File: src/rtl/ffca_pkg.sv
// Shared types and codes for the first-fit chunk allocator.
// No dependencies.
`timescale 1ns / 1ps
package ffca_pkg;

   localparam int unsigned NEED_W = 18;

   localparam logic CMD_ALLOC = 1'b0;
   localparam logic CMD_FREE  = 1'b1;

   localparam logic [1:0] ST_OK  = 2'd0;
   localparam logic [1:0] ST_OOM = 2'd1;
   localparam logic [1:0] ST_INV = 2'd2;

   localparam logic CSR_BASE  = 1'b0;
   localparam logic CSR_UNITS = 1'b1;

   typedef struct packed {
      logic        cmd;
      logic [16:0] request_bytes;
      logic [31:0] free_address;
   } req_type;

   typedef struct packed {
      logic [1:0]  status;
      logic [31:0] user_address;
   } rsp_type;

endpackage

File: src/rtl/ffca_div.sv
// Divide by a fixed power-of-two divisor with a shift and a mask, result registered.
// Uses ffca_pkg.
`timescale 1ns / 1ps
module ffca_div
   import ffca_pkg::*;
#(
   parameter int unsigned DIVISOR = 16,
   localparam int RW = $clog2(DIVISOR) + 1
) (
   input  logic          clock,
   input  logic          reset,
   input  logic          start,
   input  logic [31:0]   dividend,
   output logic          done,
   output logic [31:0]   quotient,
   output logic [RW-1:0] remainder
);

   localparam int SH = $clog2(DIVISOR);

   logic [RW-1:0] rem_ff, rem_in;
   logic [31:0]   quo_ff, quo_in;
   logic          done_ff, done_in;

   always_comb begin
      rem_in  = rem_ff;
      quo_in  = quo_ff;
      done_in = start;
      if (start) begin
         quo_in = dividend >> SH;
         rem_in = RW'(dividend & 32'(DIVISOR - 1));
      end
   end

   always_ff @(posedge clock) begin
      if (reset) begin
         done_ff <= 1'b0;
      end else begin
         done_ff <= done_in;
      end
      rem_ff <= rem_in;
      quo_ff <= quo_in;
   end

   assign done      = done_ff;
   assign quotient  = quo_ff;
   assign remainder = rem_ff;

endmodule

File: config.mk
export PLATFORM = sky130hd
export DESIGN_NAME = ffca_div
export DESIGN_NICKNAME = d
export VERILOG_FILES = /design/src/rtl/ffca_pkg.sv /design/src/rtl/ffca_div.sv
export SDC_FILE = /design/constraint.sdc
export NUM_CORES = 1
export LEC_CHECK = 0
export ABC_AREA = 0
export BUFFER_PORTS_ARGS = -buffer_cell sky130_fd_sc_hd__buf_2
export CORE_ASPECT_RATIO = 1.4
export CORE_UTILIZATION = 39
export DETAILED_ROUTE_END_ITERATION = 8
export PLACE_DENSITY_LB_ADDON = 0.05
export SYNTH_ARGS = -nofsm -noshare
export SYNTH_HDL_FRONTEND = slang
export SYNTH_SLANG_ARGS = --single-unit
File: constraint.sdc
create_clock -name clock -period 0.8 [get_ports clock]
set_clock_uncertainty 0.05 [all_clocks]
set_input_delay 0.04 -clock clock [delete_from_list [all_inputs] [get_ports clock]]
set_output_delay 0.04 -clock clock [all_outputs]
set_load 0.05 [all_outputs]
==> metrics.txt <==
Worst Path Buf+Inv 1; Fmax around 0.99 GHz; area of placed instances 0.00143 mm^2; post-route clock period utilization 126%; dpl ws 0.101 ns; Die Area 0.00287 mm^2; drt total wl approximately 2.4 mm; number of max-cap violations 0; vias post-DR around 770; Clock transition at path regs about 0.10 ns; Initial Util ~42%; status complete, but fails checks; Seq pwr share 51.2%; pwr/cell area 2030 mW/mm^2; clock tree sinks 33; initial antenna violation count 0; vias in the first global route approximately 790; area grow syn2layout 96.1%; gr usage total 18.4%; cell area after synthesis just over 0.001 mm^2; Crit path largest cell delay between 0.4 and 0.5 ns; cell taking the most area after synthesis edfxtp_1; Critical Path Sink Type output port; combinational group share of total power between 20% and 30%; total grt overflow 0; Psw ~0.0012 W; DR WL/cell between 10 and 15 um; setup ws final -0.206 ns; Worst setup SP type register; failing checks negative setup slack; crit path cell chain buf_6; clock power share a little under a quarter; Rows 21; RSZ-0062 raised after global routing yes; hpwl dp 1.28 mm; Worst Path Required between 0.7 and 0.8 ns; Initial DRC Count 21; ys async rst share 0%; synthesized instance count 40; synth top area cells edfxtp_1 (93%), buf_4 (3.6%), dfxtp_1 (1.9%); pin count of the biggest net entering global routing 20; Yosys warning total 0; Core ar. 0.00244 mm^2; TritonRoute pass-1 iters 6; Critical Path AT 0.92 ns; Final Hold Fails 0; most common cell in the netlist edfxtp_1; sequential area share after synthesis roughly 95%; Synth cell types 5; Top FF cell, synth edfxtp_1; ant diodes 0; Post-CTS Setup Bufs 0; EDFF count, synth 32; TritonCTS clock tree built; final instance area ~0.0020 mm^2; vias per cell 4.22; Max clock buf depth 2; Slew Limit Fails 0; Static Leakage around 0.87 nW; Max stage delay cell, worst path edfxtp_1; clk root buf clkbuf_4; Final Setup Violations 33; first-pass GRT wire length around 3.6 mm; Switching Share between 20% and 30%; layout cells sized above 1 51.7%; Port Buffer Count 67; drt drc 0; Layout Nets between 150 and 200; Die Ht 63.0 um; commonest cells in the netlist edfxtp_1 (32), buf_4 (5), conb_1 (1), dfxtp_1 (1), nor2b_4 (1); Pint just under 0.003 W; top-area cell type share of the netlist area between 90% and 100%; Final min period ~1.0 ns; num ports 73; Top delay family on crit path flip-flops; critical path type register to output port; CP Max Fanout 1; Die Span X 45.6 um; #FFs+latches synth 33; worst vdd ir between 0.0015 and 0.002 V; Detail Route Antenna Nets 0; RePlAce Congestion 0.666; CTS Buf Count 5; H-tree Lvls 2; Hold WC Path Type input port to register; total negative setup slack -5.39 ns; Syn Area/Cell about 26 um^2
==> logic make-up (layout without fill, tap and decap cells) <==
group         after synthesis  after routing  share of synthesized area, %
buf+inv                     5            110                          3.62
flops                      33             33                          94.7
other cells                 1              5                         0.362
simple gates                1              1                          1.33
==> stage by stage <==
stage | std cells | total power, W | hold slack [ns] | utilization, %
CTS | 183 | 0.00413 | 0.0617 | 83.0
finish | 183 | 0.00412 | 0.0775 | 83.2
global route | 183 | 0.00427 | 0.0649 | 83.2
floorplan | 44 | 0.00267 | 0.0543 | -
detailed placement | 142 | 0.00290 | 0.168 | 58.6
global placement | 142 | 0.00289 | 0.167 | 58.6
==> area by class of cell <==
| class | instances | area, um^2 |
|---|---|---|
| clock buffer | 8 | 58.8 |
| sequential | 33 | 982 |
| multi-input combinational | 6 | 32.5 |
| timing repair buffer | 102 | 916 |
| tap | 34 | 42.5 |
| fill | 140 | 412 |
==> path summary, 6_finish.rpt <==
path / from / end / cells past startpoint / slack [ns]
setup / recovery: quotient[10] / quotient[10] / 1 / -0.21
hold / removal: start / quotient[20] / 2 / 0.08
==> registers in the layout, summed over array words and instances, names as in the netlist <==
signal,flops
quotient,28
remainder,4
done,1
==> power by group through the flow <==
stage	Sequential (W)	Clock, W	Combinational, W
floorplan	0.00259	0	0.0000744
global placement	0.00211	0	0.000783
detailed placement	0.00211	0	0.000787
CTS	0.00211	0.000959	0.00107
global route	0.00212	0.00104	0.00111
finish	0.00211	0.000936	0.00107
==> cell usage in the layout (no fill, tap or decap) <==
master	instances
buf_8	1
clkbuf_4	5
nor2b_4	1
dlygate4sd3_1	33
buf_12	2
buf_6	32
dfxtp_2	1
clkbuf_1	2
conb_1	5
edfxtp_1	32
clkbuf_8	1
buf_2	34
==> per-layer routing <==
layer	GRT usage (%)	share of wire (%)	routed length (um)	vias up
met3	6.36	7.8	185	2
met4	9.09	0.80	19	0
li1	-	-	-	357
met1	18.1	35	840	359
met2	32.0	56	1330	54
met5	0	0	0	-
==> what timing repair did <==
| action | 4_1_cts | 5_1_grt |
|---|---|---|
| gates resized for setup | 67 | 1 |
| hold buffers | 33 | 0 |
| setup endpoints to repair | 33 | 33 |
| endpoints found under the hold margin | 33 | 0 |
No activity file was read; power rests on OpenSTA's default activity.
